### src/hw/rtl/ced_pkg.sv
// Shared types and constants for the clock time digit editor.
package ced_pkg;

    // Default converter sample width
    localparam int ADC_BITS = 12;

    // Threshold register width and reset values
    localparam int           THR_W        = 12;
    localparam logic [11:0]  LOW_THR_RST  = 12'd300;
    localparam logic [11:0]  HIGH_THR_RST = 12'd3800;

    // Configuration register indexes
    localparam logic CFG_LOW_THR  = 1'b0;
    localparam logic CFG_HIGH_THR = 1'b1;

    // Item kinds
    localparam logic KIND_POLL = 1'b0;
    localparam logic KIND_KEY  = 1'b1;

    // Remote key codes
    localparam logic [7:0] KEY_UP    = 8'h55;
    localparam logic [7:0] KEY_DOWN  = 8'h44;
    localparam logic [7:0] KEY_LEFT  = 8'h4C;
    localparam logic [7:0] KEY_RIGHT = 8'h52;

    // Cursor positions
    localparam logic [2:0] CUR_AMPM     = 3'd0;
    localparam logic [2:0] CUR_HOUR_TEN = 3'd1;
    localparam logic [2:0] CUR_HOUR_ONE = 3'd2;
    localparam logic [2:0] CUR_MIN_TEN  = 3'd3;
    localparam logic [2:0] CUR_MIN_ONE  = 3'd4;
    localparam logic [2:0] CUR_SEC_TEN  = 3'd5;
    localparam logic [2:0] CUR_SEC_ONE  = 3'd6;

    // Time limits
    localparam logic [3:0] HOUR_MIN = 4'd1;
    localparam logic [3:0] HOUR_MAX = 4'd12;
    localparam logic [3:0] HOUR_RST = 4'd12;
    localparam logic [5:0] MS_MIN   = 6'd0;
    localparam logic [5:0] MS_MAX   = 6'd59;

    // Steps
    localparam logic [3:0] STEP_TEN = 4'd10;
    localparam logic [3:0] STEP_ONE = 4'd1;

    // Direction codes
    typedef enum logic [2:0] {
        DIR_NONE  = 3'd0,
        DIR_UP    = 3'd1,
        DIR_DOWN  = 3'd2,
        DIR_RIGHT = 3'd3,
        DIR_LEFT  = 3'd4
    } t_dir;

endpackage

### src/hw/rtl/ced_if.sv
// Input and result channel interfaces of the clock time digit editor.
interface ced_in_if #(
    parameter int ADC_BITS = ced_pkg::ADC_BITS
);
    logic                valid;
    logic                ready;
    logic                kind;
    logic [ADC_BITS-1:0] joy_x;
    logic [ADC_BITS-1:0] joy_y;
    logic [7:0]          key_byte;

    modport source (output valid, kind, joy_x, joy_y, key_byte, input ready);
    modport sink   (input valid, kind, joy_x, joy_y, key_byte, output ready);
endinterface

interface ced_out_if;
    logic       valid;
    logic       ready;
    logic [2:0] cursor;
    logic       pm;
    logic [3:0] hours;
    logic [5:0] minutes;
    logic [5:0] seconds;
    logic [2:0] applied_direction;

    modport source (output valid, cursor, pm, hours, minutes, seconds, applied_direction,
                    input ready);
    modport sink   (input valid, cursor, pm, hours, minutes, seconds, applied_direction,
                    output ready);
endinterface

### src/hw/rtl/clock_time_digit_editor_top.sv
// Top level of the clock time digit editor: input register, edit logic, result register.
// Path: an item passes through the input register, then the result register, which holds
// it while the result side stalls.
// Throughput: one item per cycle while the result side takes results; the time and cursor
// registers update as an item leaves the input register, so the next item sees them.
// Backpressure: the input is ready while the input register is empty, or the result register is empty or being taken.
// Reset (synchronous, active low): time 12:00:00 AM, cursor at AM/PM, no pending
// direction, thresholds 300 and 3800, both registers empty.
module clock_time_digit_editor_top #(
    parameter int ADC_BITS = ced_pkg::ADC_BITS
) (
    input  logic                   i_clk,
    input  logic                   i_rst_n,
    input  logic                   i_cfg_we,
    input  logic                   i_cfg_idx,
    input  logic [ced_pkg::THR_W-1:0] i_cfg_data,
    ced_in_if.sink                 i_in,
    ced_out_if.source              o_out
);

    // Wrapping step: add or subtract d, wrap to lo or hi when out of range
    function automatic logic [5:0] f_step(input logic [5:0] v, input logic inc,
                                          input logic [3:0] d, input logic [5:0] lo,
                                          input logic [5:0] hi);
        logic [6:0] sum;
        logic [5:0] res;
        sum = {1'b0, v} + 7'(d);
        if (inc) begin
            res = (sum > {1'b0, hi}) ? lo : sum[5:0];
        end else begin
            res = ({1'b0, v} < ({1'b0, lo} + 7'(d))) ? hi : (v - 6'(d));
        end
        return res;
    endfunction

    // Configuration registers
    logic [ced_pkg::THR_W-1:0] r_low_thr;
    logic [ced_pkg::THR_W-1:0] r_high_thr;

    // Input register
    logic                r_in_valid;
    logic                r_in_kind;
    logic [ADC_BITS-1:0] r_in_x;
    logic [ADC_BITS-1:0] r_in_y;
    logic [7:0]          r_in_key;

    // Editor state
    logic [2:0]    r_cursor, n_cursor;
    logic          r_pm, n_pm;
    logic [3:0]    r_hours, n_hours;
    logic [5:0]    r_minutes, n_minutes;
    logic [5:0]    r_seconds, n_seconds;
    ced_pkg::t_dir r_pending, n_pending;

    // Result register
    logic          r_out_valid;
    logic [2:0]    r_out_cursor;
    logic          r_out_pm;
    logic [3:0]    r_out_hours;
    logic [5:0]    r_out_minutes;
    logic [5:0]    r_out_seconds;
    ced_pkg::t_dir r_out_dir;

    logic          out_free;
    logic          in_xfer;
    logic          proc;
    ced_pkg::t_dir joy_dir;
    ced_pkg::t_dir dir;
    logic [ADC_BITS-1:0] lo_m;
    logic [ADC_BITS-1:0] hi_m;
    logic [3:0]    step;
    logic          inc;

    // Handshake
    assign out_free   = !r_out_valid || o_out.ready;
    assign proc       = r_in_valid && out_free;
    assign i_in.ready = !r_in_valid || out_free;
    assign in_xfer    = i_in.valid && i_in.ready;

    // Classify the joystick sample against the thresholds
    assign lo_m = ADC_BITS'(r_low_thr);
    assign hi_m = ADC_BITS'(r_high_thr);
    always_comb begin
        if (r_in_x < lo_m) begin
            joy_dir = ced_pkg::DIR_UP;
        end else if (r_in_x > hi_m) begin
            joy_dir = ced_pkg::DIR_DOWN;
        end else if (r_in_y > hi_m) begin
            joy_dir = ced_pkg::DIR_LEFT;
        end else if (r_in_y < lo_m) begin
            joy_dir = ced_pkg::DIR_RIGHT;
        end else begin
            joy_dir = ced_pkg::DIR_NONE;
        end
    end

    // Apply the item to the editor state
    always_comb begin
        n_cursor  = r_cursor;
        n_pm      = r_pm;
        n_hours   = r_hours;
        n_minutes = r_minutes;
        n_seconds = r_seconds;
        n_pending = r_pending;
        dir       = ced_pkg::DIR_NONE;
        if (r_in_kind == ced_pkg::KIND_KEY) begin
            case (r_in_key)
                ced_pkg::KEY_UP:    n_pending = ced_pkg::DIR_UP;
                ced_pkg::KEY_DOWN:  n_pending = ced_pkg::DIR_DOWN;
                ced_pkg::KEY_LEFT:  n_pending = ced_pkg::DIR_LEFT;
                ced_pkg::KEY_RIGHT: n_pending = ced_pkg::DIR_RIGHT;
                default:            n_pending = r_pending;
            endcase
        end else begin
            if (r_pending != ced_pkg::DIR_NONE) begin
                dir       = r_pending;
                n_pending = ced_pkg::DIR_NONE;
            end else begin
                dir = joy_dir;
            end
        end

        inc  = (dir == ced_pkg::DIR_UP);
        step = (r_cursor == ced_pkg::CUR_HOUR_TEN || r_cursor == ced_pkg::CUR_MIN_TEN ||
                r_cursor == ced_pkg::CUR_SEC_TEN) ? ced_pkg::STEP_TEN : ced_pkg::STEP_ONE;

        case (dir)
            ced_pkg::DIR_RIGHT: begin
                if (r_cursor < ced_pkg::CUR_SEC_ONE) n_cursor = r_cursor + 3'd1;
            end
            ced_pkg::DIR_LEFT: begin
                if (r_cursor > ced_pkg::CUR_AMPM) n_cursor = r_cursor - 3'd1;
            end
            ced_pkg::DIR_UP, ced_pkg::DIR_DOWN: begin
                case (r_cursor)
                    ced_pkg::CUR_AMPM: n_pm = !r_pm;
                    ced_pkg::CUR_HOUR_TEN, ced_pkg::CUR_HOUR_ONE: begin
                        n_hours = 4'(f_step({2'b00, r_hours}, inc, step,
                                            {2'b00, ced_pkg::HOUR_MIN},
                                            {2'b00, ced_pkg::HOUR_MAX}));
                    end
                    ced_pkg::CUR_MIN_TEN, ced_pkg::CUR_MIN_ONE: begin
                        n_minutes = f_step(r_minutes, inc, step, ced_pkg::MS_MIN,
                                           ced_pkg::MS_MAX);
                    end
                    ced_pkg::CUR_SEC_TEN, ced_pkg::CUR_SEC_ONE: begin
                        n_seconds = f_step(r_seconds, inc, step, ced_pkg::MS_MIN,
                                           ced_pkg::MS_MAX);
                    end
                    default: n_pm = r_pm;
                endcase
            end
            default: n_cursor = r_cursor;
        endcase
    end

    // Configuration writes
    always_ff @(posedge i_clk) begin
        if (!i_rst_n) begin
            r_low_thr  <= ced_pkg::LOW_THR_RST;
            r_high_thr <= ced_pkg::HIGH_THR_RST;
        end else if (i_cfg_we) begin
            if (i_cfg_idx == ced_pkg::CFG_LOW_THR) begin
                r_low_thr <= i_cfg_data;
            end else begin
                r_high_thr <= i_cfg_data;
            end
        end
    end

    // Input register: hold while the item waits, load on transfer
    always_ff @(posedge i_clk) begin
        if (!i_rst_n) begin
            r_in_valid <= 1'b0;
        end else if (in_xfer) begin
            r_in_valid <= 1'b1;
        end else if (proc) begin
            r_in_valid <= 1'b0;
        end
    end

    always_ff @(posedge i_clk) begin
        if (in_xfer) begin
            r_in_kind <= i_in.kind;
            r_in_x    <= i_in.joy_x;
            r_in_y    <= i_in.joy_y;
            r_in_key  <= i_in.key_byte;
        end
    end

    // Editor state: advance as an item leaves the input register
    always_ff @(posedge i_clk) begin
        if (!i_rst_n) begin
            r_cursor  <= ced_pkg::CUR_AMPM;
            r_pm      <= 1'b0;
            r_hours   <= ced_pkg::HOUR_RST;
            r_minutes <= ced_pkg::MS_MIN;
            r_seconds <= ced_pkg::MS_MIN;
            r_pending <= ced_pkg::DIR_NONE;
        end else if (proc) begin
            r_cursor  <= n_cursor;
            r_pm      <= n_pm;
            r_hours   <= n_hours;
            r_minutes <= n_minutes;
            r_seconds <= n_seconds;
            r_pending <= n_pending;
        end
    end

    // Result register: hold until the transfer, drop when taken
    always_ff @(posedge i_clk) begin
        if (!i_rst_n) begin
            r_out_valid <= 1'b0;
        end else if (proc) begin
            r_out_valid <= 1'b1;
        end else if (o_out.ready) begin
            r_out_valid <= 1'b0;
        end
    end

    always_ff @(posedge i_clk) begin
        if (proc) begin
            r_out_cursor  <= n_cursor;
            r_out_pm      <= n_pm;
            r_out_hours   <= n_hours;
            r_out_minutes <= n_minutes;
            r_out_seconds <= n_seconds;
            r_out_dir     <= dir;
        end
    end

    assign o_out.valid             = r_out_valid;
    assign o_out.cursor            = r_out_cursor;
    assign o_out.pm                = r_out_pm;
    assign o_out.hours             = r_out_hours;
    assign o_out.minutes           = r_out_minutes;
    assign o_out.seconds           = r_out_seconds;
    assign o_out.applied_direction = r_out_dir;

    // Checks
    a_cursor_range: assert property (@(posedge i_clk) disable iff (!i_rst_n)
        r_cursor <= ced_pkg::CUR_SEC_ONE)
        else $error("cursor beyond last position");

    a_hours_range: assert property (@(posedge i_clk) disable iff (!i_rst_n)
        r_hours >= ced_pkg::HOUR_MIN && r_hours <= ced_pkg::HOUR_MAX)
        else $error("hours out of range");

    a_ms_range: assert property (@(posedge i_clk) disable iff (!i_rst_n)
        r_minutes <= ced_pkg::MS_MAX && r_seconds <= ced_pkg::MS_MAX)
        else $error("minutes or seconds out of range");

    a_poll_clears_pending: assert property (@(posedge i_clk) disable iff (!i_rst_n)
        proc && r_in_kind == ced_pkg::KIND_POLL |=> r_pending == ced_pkg::DIR_NONE)
        else $error("pending direction survived a poll");

    a_key_no_dir: assert property (@(posedge i_clk) disable iff (!i_rst_n)
        proc && r_in_kind == ced_pkg::KIND_KEY |=> r_out_dir == ced_pkg::DIR_NONE)
        else $error("key item reported a direction");

endmodule

### src/flat_wrapper.sv
// flat-port wrapper written by rule: the top's interface ports become plain ports
module clock_time_digit_editor_top_flat 
#(
    parameter int ADC_BITS = ced_pkg::ADC_BITS
)
  (i_clk, i_rst_n, i_cfg_we, i_cfg_idx, i_cfg_data, i_in_valid, i_in_kind, i_in_joy_x, i_in_joy_y, i_in_key_byte, i_in_ready, o_out_valid, o_out_cursor, o_out_pm, o_out_hours, o_out_minutes, o_out_seconds, o_out_applied_direction, o_out_ready);
  ced_in_if #(.ADC_BITS(ADC_BITS)) i_in_i ();
  ced_out_if o_out_i ();
  input  logic i_clk;
  input  logic i_rst_n;
  input  logic i_cfg_we;
  input  logic i_cfg_idx;
  input  logic [ced_pkg::THR_W-1:0] i_cfg_data;
  input wire logic [$bits(i_in_i.valid)-1:0] i_in_valid;
  input wire logic [$bits(i_in_i.kind)-1:0] i_in_kind;
  input wire logic [$bits(i_in_i.joy_x)-1:0] i_in_joy_x;
  input wire logic [$bits(i_in_i.joy_y)-1:0] i_in_joy_y;
  input wire logic [$bits(i_in_i.key_byte)-1:0] i_in_key_byte;
  output wire logic [$bits(i_in_i.ready)-1:0] i_in_ready;
  output wire logic [$bits(o_out_i.valid)-1:0] o_out_valid;
  output wire logic [$bits(o_out_i.cursor)-1:0] o_out_cursor;
  output wire logic [$bits(o_out_i.pm)-1:0] o_out_pm;
  output wire logic [$bits(o_out_i.hours)-1:0] o_out_hours;
  output wire logic [$bits(o_out_i.minutes)-1:0] o_out_minutes;
  output wire logic [$bits(o_out_i.seconds)-1:0] o_out_seconds;
  output wire logic [$bits(o_out_i.applied_direction)-1:0] o_out_applied_direction;
  input wire logic [$bits(o_out_i.ready)-1:0] o_out_ready;
  assign i_in_i.valid = i_in_valid;
  assign i_in_i.kind = i_in_kind;
  assign i_in_i.joy_x = i_in_joy_x;
  assign i_in_i.joy_y = i_in_joy_y;
  assign i_in_i.key_byte = i_in_key_byte;
  assign i_in_ready = i_in_i.ready;
  assign o_out_valid = o_out_i.valid;
  assign o_out_cursor = o_out_i.cursor;
  assign o_out_pm = o_out_i.pm;
  assign o_out_hours = o_out_i.hours;
  assign o_out_minutes = o_out_i.minutes;
  assign o_out_seconds = o_out_i.seconds;
  assign o_out_applied_direction = o_out_i.applied_direction;
  assign o_out_i.ready = o_out_ready;
  clock_time_digit_editor_top #(.ADC_BITS(ADC_BITS)) u_core (.i_clk(i_clk), .i_rst_n(i_rst_n), .i_cfg_we(i_cfg_we), .i_cfg_idx(i_cfg_idx), .i_cfg_data(i_cfg_data), .i_in(i_in_i), .o_out(o_out_i));
endmodule
### config.mk
export PLATFORM = sky130hd
export DESIGN_NAME = clock_time_digit_editor_top_flat
export DESIGN_NICKNAME = d
export VERILOG_FILES = /design/src/hw/rtl/ced_pkg.sv /design/src/hw/rtl/ced_if.sv /design/src/hw/rtl/clock_time_digit_editor_top.sv /design/src/flat_wrapper.sv
export SDC_FILE = /design/constraint.sdc
export NUM_CORES = 1
export LEC_CHECK = 0
export BUFFER_PORTS_ARGS = -buffer_cell sky130_fd_sc_hd__buf_4
export CAP_MARGIN = 10
export CORE_ASPECT_RATIO = 1.2
export CORE_MARGIN = 1
export CORE_UTILIZATION = 40
export CTS_CLUSTER_DIAMETER = 200
export CTS_CLUSTER_SIZE = 28
export DETAILED_ROUTE_END_ITERATION = 12
export HOLD_SLACK_MARGIN = 0.05
export MAX_ROUTING_LAYER = met4
export PLACE_DENSITY = 0.68
export SLEW_MARGIN = 5
export SYNTH_ARGS = -nofsm -noshare
export SYNTH_HDL_FRONTEND = slang
export SYNTH_SLANG_ARGS = --single-unit
### constraint.sdc
create_clock -name i_clk -period 5 [get_ports i_clk]
set_input_delay 0.5 -clock i_clk [delete_from_list [all_inputs] [get_ports i_clk]]
set_output_delay 0.5 -clock i_clk [all_outputs]
set_load 0.005 [all_outputs]
==> results of run 1 <==
-- state kept, by name, summed over array words and instances (netlist names) --
signal	count
u_core.o_out.cursor	3
u_core.o_out.applied_direction	3
u_core.o_out.hours	4
u_core.r_in_key	8
u_core.o_out.pm	1
u_core.r_in_kind	1
u_core.o_out.valid	1
u_core.r_hours	4
u_core.r_pending	3
u_core.r_seconds	6
u_core.r_minutes	6
u_core.r_cursor	3
u_core.r_pm	1
u_core.o_out.minutes	6
u_core.hi_m	12
u_core.r_in_x	12
u_core.o_out.seconds	6
u_core.r_in_valid	1
u_core.lo_m	12
u_core.r_in_y	12
-- synth_stat cells (all sizes together), types with 5 or more instances --
master	number	area share, %
a21boi	24	2.7
a21o	9	1.0
a21oi	34	2.8
a31oi	8	0.86
and2	8	0.76
and3	6	0.57
clkbuf	23	1.3
dfxtp	49	15
edfxtp	56	26
fa	6	1.8
ha	71	14
inv	46	2.6
mux2	6	1.0
mux2i	15	2.3
nand2	102	5.8
nand2b	8	0.76
nand3	11	0.99
nand4	9	0.86
nor2	36	2.1
nor2b	13	1.2
nor3	16	1.3
o211ai	17	1.9
o21ai	38	3.0
or3	6	0.57
xor2	5	0.67
-- worst reg2reg max path: cells and delay by family (launching register included) --
| kind | cells | cell delay (ns) |
|---|---|---|
| AOI/OAI and AO/OA | 4 | 0.97 |
| adders and majority gates | 3 | 0.94 |
| buffers and inverters | 2 | 0.56 |
| DFF | 1 | 0.51 |
| muxes | 1 | 0.28 |
| and+or+nand+nor | 5 | 0.78 |
-- kinds of logic (layout without fill, tap and decap cells) --
group	after synthesis	in the layout	synth area share (%)
adder cells (fa/ha/maj)	77	77	15.4
AO/OA/AOI/OAI	172	172	17.7
multiplexers	21	21	3.32
XOR/XNOR	9	9	1.20
AND/OR/NAND/NOR	235	235	17.3
flip-flops	105	105	40.6
buffers and inverters	74	144	4.56
-- placed cells by master, fill, tap and decap left out, types with 3 or more instances in the layout --
| cell | count |
|---|---|
| nand4b_1 | 4 |
| inv_1 | 46 |
| nand2b_1 | 8 |
| o22ai_1 | 4 |
| mux2_2 | 5 |
| o211ai_1 | 17 |
| a211oi_1 | 3 |
| a21boi_1 | 6 |
| or3_1 | 6 |
| dfxtp_1 | 49 |
| o21bai_1 | 4 |
| xor2_1 | 5 |
| nand3_1 | 9 |
| inv_6 | 3 |
| edfxtp_1 | 56 |
| a211o_1 | 4 |
| o21a_1 | 4 |
| and3_1 | 6 |
| o21ai_1 | 4 |
| nor3_1 | 15 |
| mux2i_1 | 15 |
| nor3b_1 | 4 |
| or2_2 | 4 |
| a31oi_1 | 7 |
| nand4_1 | 9 |
| clkbuf_16 | 9 |
| a2111oi_0 | 3 |
| a21oi_1 | 33 |
| nor2_1 | 36 |
| and2_1 | 8 |
| buf_4 | 80 |
| fa_1 | 6 |
| o21ai_0 | 33 |
| nand2_1 | 102 |
| nor2b_1 | 13 |
| a21o_1 | 9 |
| ha_1 | 71 |
| a21boi_0 | 18 |
| xnor2_1 | 4 |
-- metrics by stage --
step	util, %	total power (µW)	instances	hold WS [ns]	setup slack (ns)
after floorplan	-	1220	693	0.443	1.05
after global placement	46.2	1340	955	0.452	0.938
after detailed placement	46.2	1340	955	0.461	0.853
after CTS	48.1	2060	971	0.293	0.837
after global routing	48.1	2140	971	0.289	0.387
final	48.1	2030	971	0.306	0.817
-- worst min-delay path by stage --
stage / start / endpoint / slack (ns) / cells past startpoint
after floorplan: u_core.lo_m[1]$_SDFFE_PN0P_ / u_core.lo_m[1]$_SDFFE_PN0P_ / 0.44 / 2
after CTS: i_in_joy_y[6] / u_core.r_in_y[6]$_DFFE_PP_ / 0.29 / 1
after global routing: i_in_joy_y[7] / u_core.r_in_y[7]$_DFFE_PP_ / 0.29 / 1
after global placement: u_core.hi_m[8]$_SDFFE_PN0P_ / u_core.hi_m[8]$_SDFFE_PN0P_ / 0.45 / 2
final: i_in_joy_y[6] / u_core.r_in_y[6]$_DFFE_PP_ / 0.31 / 1
after detailed placement: u_core.hi_m[8]$_SDFFE_PN0P_ / u_core.hi_m[8]$_SDFFE_PN0P_ / 0.46 / 2
-- per-layer routing --
metal,routed length (µm),GRT usage [%],vias to the layer above
met5,0,-,-
met4,323,7.06,0
li1,-,-,2640
met1,6230,21.8,2400
met3,577,3.25,22
met2,7520,33.4,119
-- power groups by stage --
| stage | logic, µW | clock network (µW) | registers, µW |
|---|---|---|---|
| final | 350 | 713 | 972 |
| after global routing | 395 | 764 | 976 |
| after CTS | 352 | 735 | 972 |
| after detailed placement | 350 | 0 | 992 |
| after global placement | 344 | 0 | 992 |
| after floorplan | 237 | 0 | 984 |
-- area by class of cell --
type	instances	area, µm²	area share (%)
clock buffers	9	225	2.96
clock inverters	7	77.6	1.02
inverters	48	185	2.43
multi-input cells	514	3600	47.3
flip-flops and latches	105	2660	35.0
well taps	208	260	3.42
repair buffers	80	601	7.89
==> results.md, run 1 <==
- Number of antenna diodes: 0
- Seq pwr share: between 40% and 50%
- Num rows: 50
- Residual DRC: 0
- ANT nets after route: 0
- Final Critical Period: 4.18 ns
- TritonCTS Sinks: about 110
- Clk_lat worst skew: 0.36 ns
- Logic pwr share: 17.2%
- Reg-to-Reg Start: u_core.r_cursor[2]$_SDFFE_PN0P_
- Initial core utilization: 41.5%
- Worst Reg-to-Reg Cells: 15
- # setup viols final: 0
- Via/cell ratio: about 5.3
- Vias in the first global route: 5173
- Cell count after synthesis: 693
- Cell Pwr Density: 267 nW/µm²
- Max-cap violations: 0
- Switching Fraction: 28.5%
- Critical path class: flip-flop to flip-flop
- Top_reg_cell synth: edfxtp_1
- Clock buffer depth: 2
- Critical path launch point type: flip-flop
- Critical path's slowest cell: dfxtp_1
- R2R setup slack: slightly above 0.8 ns
- DRT iter0 DRCs: 235
- Setup Skew: 0.0158 ns
- Slew @ Worst Pin: a little under 0.8 ns
- Crit path buffers/inverters: 2
- Crit Reg-Reg Endpoint: u_core.o_out.hours[2]$_DFFE_PP_
- Post-synth EDFFs: 56
- Drt first pass iters: 5
- Total grt overflow: 0
- Sequential cell area fraction in the yosys report: approximately 41%
- Clock slew at reported path FFs: 0.08 ns
- CP Cell Sequence: inv_1 -> ha_1 -> or2_2 -> inv_1 -> ha_1 -> fa_1 -> nor2_1 -> nor2b_1 -> o21ai_0 -> nand2_1 -> a221oi_1 -> nand2_1 -> mux2_1 -> o21a_1 -> a31oi_1
- Crit path max-delay family: compound AO/OA/AOI/OAI gates
- RSZ-0062 raised after global routing: no
- Pin count of the biggest net entering global routing: 55
- Cell Area, Synth: approximately 6600 µm²
- Post-Route WL: around 15000 µm
- Detailed-route via count: 5181
- Buffers on Ports: 75
- Synth Register Bits: 105
- Gpl congestion: 0.948
- P_leak: 0.00318 µW
- Post-synthesis cell type count: roughly 70
- Fraction of final layout cells sized beyond drive strength 1: 15.2%
- Worst Setup EP: u_core.o_out.hours[2]$_DFFE_PP_
- Filler Cell Count: 1509
- Quantity of gates resized following cts: 0
- Total Negative Setup Slacks: 0 ns
- Setup crit end kind: flip-flop
- WP depth: 15
- Syn_area_per_cell: around 9.5 µm²
- Fin. Hold Viols: 0
- H-tree depth: 3
- Setup Buffers After CTS: 0
- Net count after synthesis: 821
- Nets: 886
- Crit path DAT: 4.39 ns
- DIE AREA: 16900 µm²
- CTS tree: built
- Initial antenna violation count: 0
- HPWL after DPL: 11100 µm
- Ys Warns: 0
- # IOs: 76
- Critical path startpoint: u_core.r_cursor[2]$_SDFFE_PN0P_
- Net Sw Power: roughly 580 µW
- Core area: 15800 µm²
- First-pass GRT wire length: 24700 µm
- Relative slew slack: 47.8%
- Int Pwr: 1450 µW
- Slowest Stage Delay on Critical Path: about 0.51 ns
- Area growth syn-to-layout: 16.0%
- Outcome: complete, no violations
- Ys async rst share: 0%
- Chip Height: 142 µm
- Max-slew violations: 0
- Clock share of power: 35.0%
- Design area: 7610 µm²
- WL/cell: 15.1 µm
- Num CTS Buffers: 9
- DIE WIDTH: around 120 µm
- WP data required: 5.21 ns
- Hold Path Class: input port to flip-flop
- VDD IR-drop max: around 150 µV
- Clock root buffer master: clkbuf_16
- All-Layer GR Usage: 19.0%
- Hold-fix buffers, CTS: 0
- Crit Path Max Fanout: 12
- Post-DP Area: 7310 µm²
- Achievable frequency: 239 MHz
- Period utilisation layout: 83.7%
Note: power is estimated with default switching activity, not from simulation.
==> run 2: changes to the inputs <==
- ABC_AREA: unset -> 1
- PLACE_DENSITY: 0.68 -> 0.7
- clock period: 5 -> 3.7 ns (I/O delays scaled with it)
==> results.md, run 2 <==
- Outcome: complete, no violations
- Final worst slack: 0.431 ns (-0.386 ns)
- Most common cell in the synthesized netlist: nand2_1
- Area of the multi-input gates: 3490 µm² (-3.2%)
- Setup Skew: 0.0110 ns (-0.00480 ns)
- Initial core utilization: 41.3% (-0.17 points)
- Filler Cell Count: 1571 (+4.1%)
- Period utilisation layout: 88.4% (+4.7 points)
- Top_reg_cell synth: edfxtp_1
- Clock root buffer master: clkbuf_16
- Sequential cell area fraction in the yosys report: 39.3% (-1.3 points)
- Total Negative Setup Slacks: 0 ns (unchanged)
- Syn_area_per_cell: 7.96 µm² (-16%)
- Final Critical Period: 3.27 ns (-0.914 ns)
- Crit path buffers/inverters: 2 (unchanged)
- Max-cap violations: 0 (unchanged)
- Clock slew at reported path FFs: 0.08 ns (about the same)
- First-pass GRT wire length: 25400 µm (+2.7%)
- Fin. Hold Viols: 0 (unchanged)
- Nets: 1051 (+19%)
- Area occupied by registers: 2660 µm² (unchanged)
- WL/cell: 13.6 µm (-9.9%)
- Share of the synthesized area in the top cell type: 24.8% (-0.79 points)
- Residual DRC: 0 (unchanged)
- Largest family of logic cells by synthesized area: simple AND/OR/NAND/NOR gates
- Chip Height: 145 µm (+1.6%)
- Net count after synthesis: 979 (+19%)
- Num rows: 51 (+2.0%)
- Post-Synth Adder-Cell Area: 14.9% (-0.47 points)
- H-tree depth: 3 (unchanged)
- Most common cell after layout, fill and taps aside: nand2_1
- Most frequent cells in the layout: nand2_1, inv_1, buf_4, ha_1, a21oi_1
- Core area: 16400 µm² (+3.6%)
- DP Worst Slack: 0.503 ns (-0.350 ns)
- Most used cell, CP: nand2_1
- Hold-fix buffers, CTS: 0 (unchanged)
- Pin count of the biggest net entering global routing: 34 (-38%)
- CP Cell Sequence: ha_1 -> ha_1 -> nor2_1 -> buf_4 -> inv_1 -> ha_1 -> nand2_1 -> nor2_1 -> nand2_1 -> nand2_1 -> xor2_1 -> nand3_1 -> nand2_1 -> a21oi_1 -> nand4_1 -> nand2_1 -> nand2_1 -> nand2_1
- CTS tree: built
- Worst Reg-to-Reg Cells: 18 (+3)
- Quantity of gates resized following cts: 0 (unchanged)
- TritonCTS Sinks: 105 (unchanged)
- # IOs: 76 (unchanged)
- R2R setup slack: 0.43 ns (-0.39 ns)
- VDD IR-drop max: 253 µV (+68%)
- Crit path max-delay family: simple AND/OR/NAND/NOR gates
- Critical path's slowest cell: ha_1
- Number of antenna diodes: 0 (unchanged)
- Drt first pass iters: 5 (unchanged)
- DRT iter0 DRCs: 311 (+32%)
- Max-slew violations: 0 (unchanged)
- Total grt overflow: 0 (unchanged)
- All-Layer GR Usage: 19.4% (+0.31 points)
- Vias in the first global route: 5452 (+5.4%)
- Gpl congestion: 0.923 (-2.6%)
- Post-synth EDFFs: 56 (unchanged)
- Num CTS Buffers: 9 (unchanged)
- WP data required: 3.81 ns (-1.40 ns)
- Clock buffer depth: 2 (unchanged)
- Crit Path Max Fanout: 13 (+1)
- P_leak: 0.00395 µW (+24%)
- DIE WIDTH: 121 µm (+1.6%)
- Simple-gate share of the synthesized area: 23.6% (+6.3 points)
- Cell count after synthesis: 851 (+23%)
- Compound-Gate Fraction of Synth Area: 11.2% (-6.6 points)
- Cell Area, Synth: 6770 µm² (+3.2%)
- Pwr Total: 3180 µW (+56%)
- Ys Warns: 0 (unchanged)
- Area contributors post-synth: edfxtp_1, dfxtp_1, ha_1, nand2_1, inv_1
- Mux cell area share after synthesis: 0% (-3.3 points)
- Setup crit end kind: flip-flop
- Commonest cells in the netlist: nand2_1, inv_1, ha_1
- WP depth: 18 (+3)
- Critical path class: flip-flop to flip-flop
- Ys async rst share: 0% (unchanged)
- ANT nets after route: 0 (unchanged)
- Setup Buffers After CTS: 0 (unchanged)
- WHS Path Cells: 1 (unchanged)
- HPWL after DPL: 11600 µm (+4.3%)
- Cell Pwr Density: 404 nW/µm² (+51%)
- DIE AREA: 17500 µm² (+3.1%)
- Critical path launch point type: flip-flop
- Hold Path Class: input port to flip-flop
- Area leader, netlist: edfxtp_1
- Achievable frequency: 306 MHz (+28%)
- Post-Route WL: 15500 µm (+5.7%)
- Area growth syn-to-layout: 16.1%
- Relative slew slack: 43.7% (-4.1 points)
- Via/cell ratio: 4.93 (-7.6%)
- Slew @ Worst Pin: 0.844 ns (+0.0662 ns)
- Initial antenna violation count: 0 (unchanged)
- Fraction of final layout cells sized beyond drive strength 1: 13.3% (-1.9 points)
- Synth Register Bits: 105 (unchanged)
- Buffers on Ports: 75 (unchanged)
- # setup viols final: 0 (unchanged)
- RSZ-0062 raised after global routing: no
- Slowest Stage Delay on Critical Path: 0.40 ns (-0.11 ns)
- Xor/xnor cell area share of the yosys netlist: 1.81% (+0.61 points)
- Crit path DAT: 3.38 ns (-1.01 ns)
- Post-synthesis cell type count: 41 (-40%)
- Clk_lat worst skew: 0.36 ns (about the same)
- Fin util: 48.0% (-0.14 points)
- Detailed-route via count: 5622 (+8.5%)
-- run 2: cell types whose count changed after synthesis, sizes merged, moves of 16 or more --
cell / previous run / this run
nand3: 11 / 40
a21boi: 24 / 2
inv: 46 / 135
nor2: 36 / 61
nand2: 102 / 229
a21oi: 34 / 67
nand4: 9 / 25
-- run 2: cell families (layout without fill, tap and decap cells) --
| family | after synthesis | in the layout |
|---|---|---|
| simple gates | 364 | 364 |
| buf+inv | 157 | 234 |
| compound gates | 134 | 134 |
| flops | 105 | 105 |
| fa+ha+maj | 77 | 77 |
| xor+xnor | 14 | 14 |
-- run 2: worst register-to-register path: cells and delay by family, from the launching register on --
family          cells  cell delay [ns]
xor+xnor            1             0.23
compound gates      1             0.10
buf+inv             2             0.42
simple gates       11             1.09
fa+ha+maj           3             0.82
flops               1             0.37
-- run 2: area by class of cell --
| class | instances | share of cell area (%) |
|---|---|---|
| clock buffer | 9 | 2.86 |
| clock inverter | 7 | 1.26 |
| inverter | 136 | 6.49 |
| multi-input combinational | 589 | 44.3 |
| sequential | 105 | 33.9 |
| tap | 212 | 3.37 |
| timing repair buffer | 82 | 7.83 |
-- run 2: path summary, 6_finish.rpt --
kind / from / end
worst min register to register: u_core.r_pending[0]$_SDFFE_PN0P_ / u_core.r_pending[0]$_SDFFE_PN0P_
worst max register to register: u_core.r_cursor[0]$_SDFFE_PN0P_ / u_core.o_out.minutes[3]$_DFFE_PP_
worst max-delay path: u_core.r_cursor[0]$_SDFFE_PN0P_ / u_core.o_out.minutes[3]$_DFFE_PP_
worst min-delay path: i_in_kind / u_core.r_in_kind$_DFFE_PP_
-- run 2: where the power goes --
group	switching [µW]	internal, µW
Clock	449	601
Sequential	51.6	1310
Combinational	470	297
-- run 2: per-layer routing --
| layer | share of wire (%) | vias up | global-route usage, % | routed length, µm |
|---|---|---|---|---|
| met1 | 44 | 2550 | 21.4 | 6740 |
| li1 | - | 2937 | - | - |
| met2 | 51 | 104 | 34.1 | 7830 |
| met3 | 3.0 | 31 | 3.12 | 467 |
| met4 | 2.9 | 0 | 9.10 | 451 |
| met5 | 0 | - | - | 0 |
-- run 2: per-stage QoR --
stage          hold slack [ns]  instance area [µm²]  std cells
2_1_floorplan            0.445                 6770        851
3_3_place_gp             0.462                 7540       1124
3_5_place_dp             0.467                 7540       1124
4_1_cts                  0.177                 7860       1140
5_1_grt                  0.170                 7860       1140
6_report                 0.188                 7860       1140
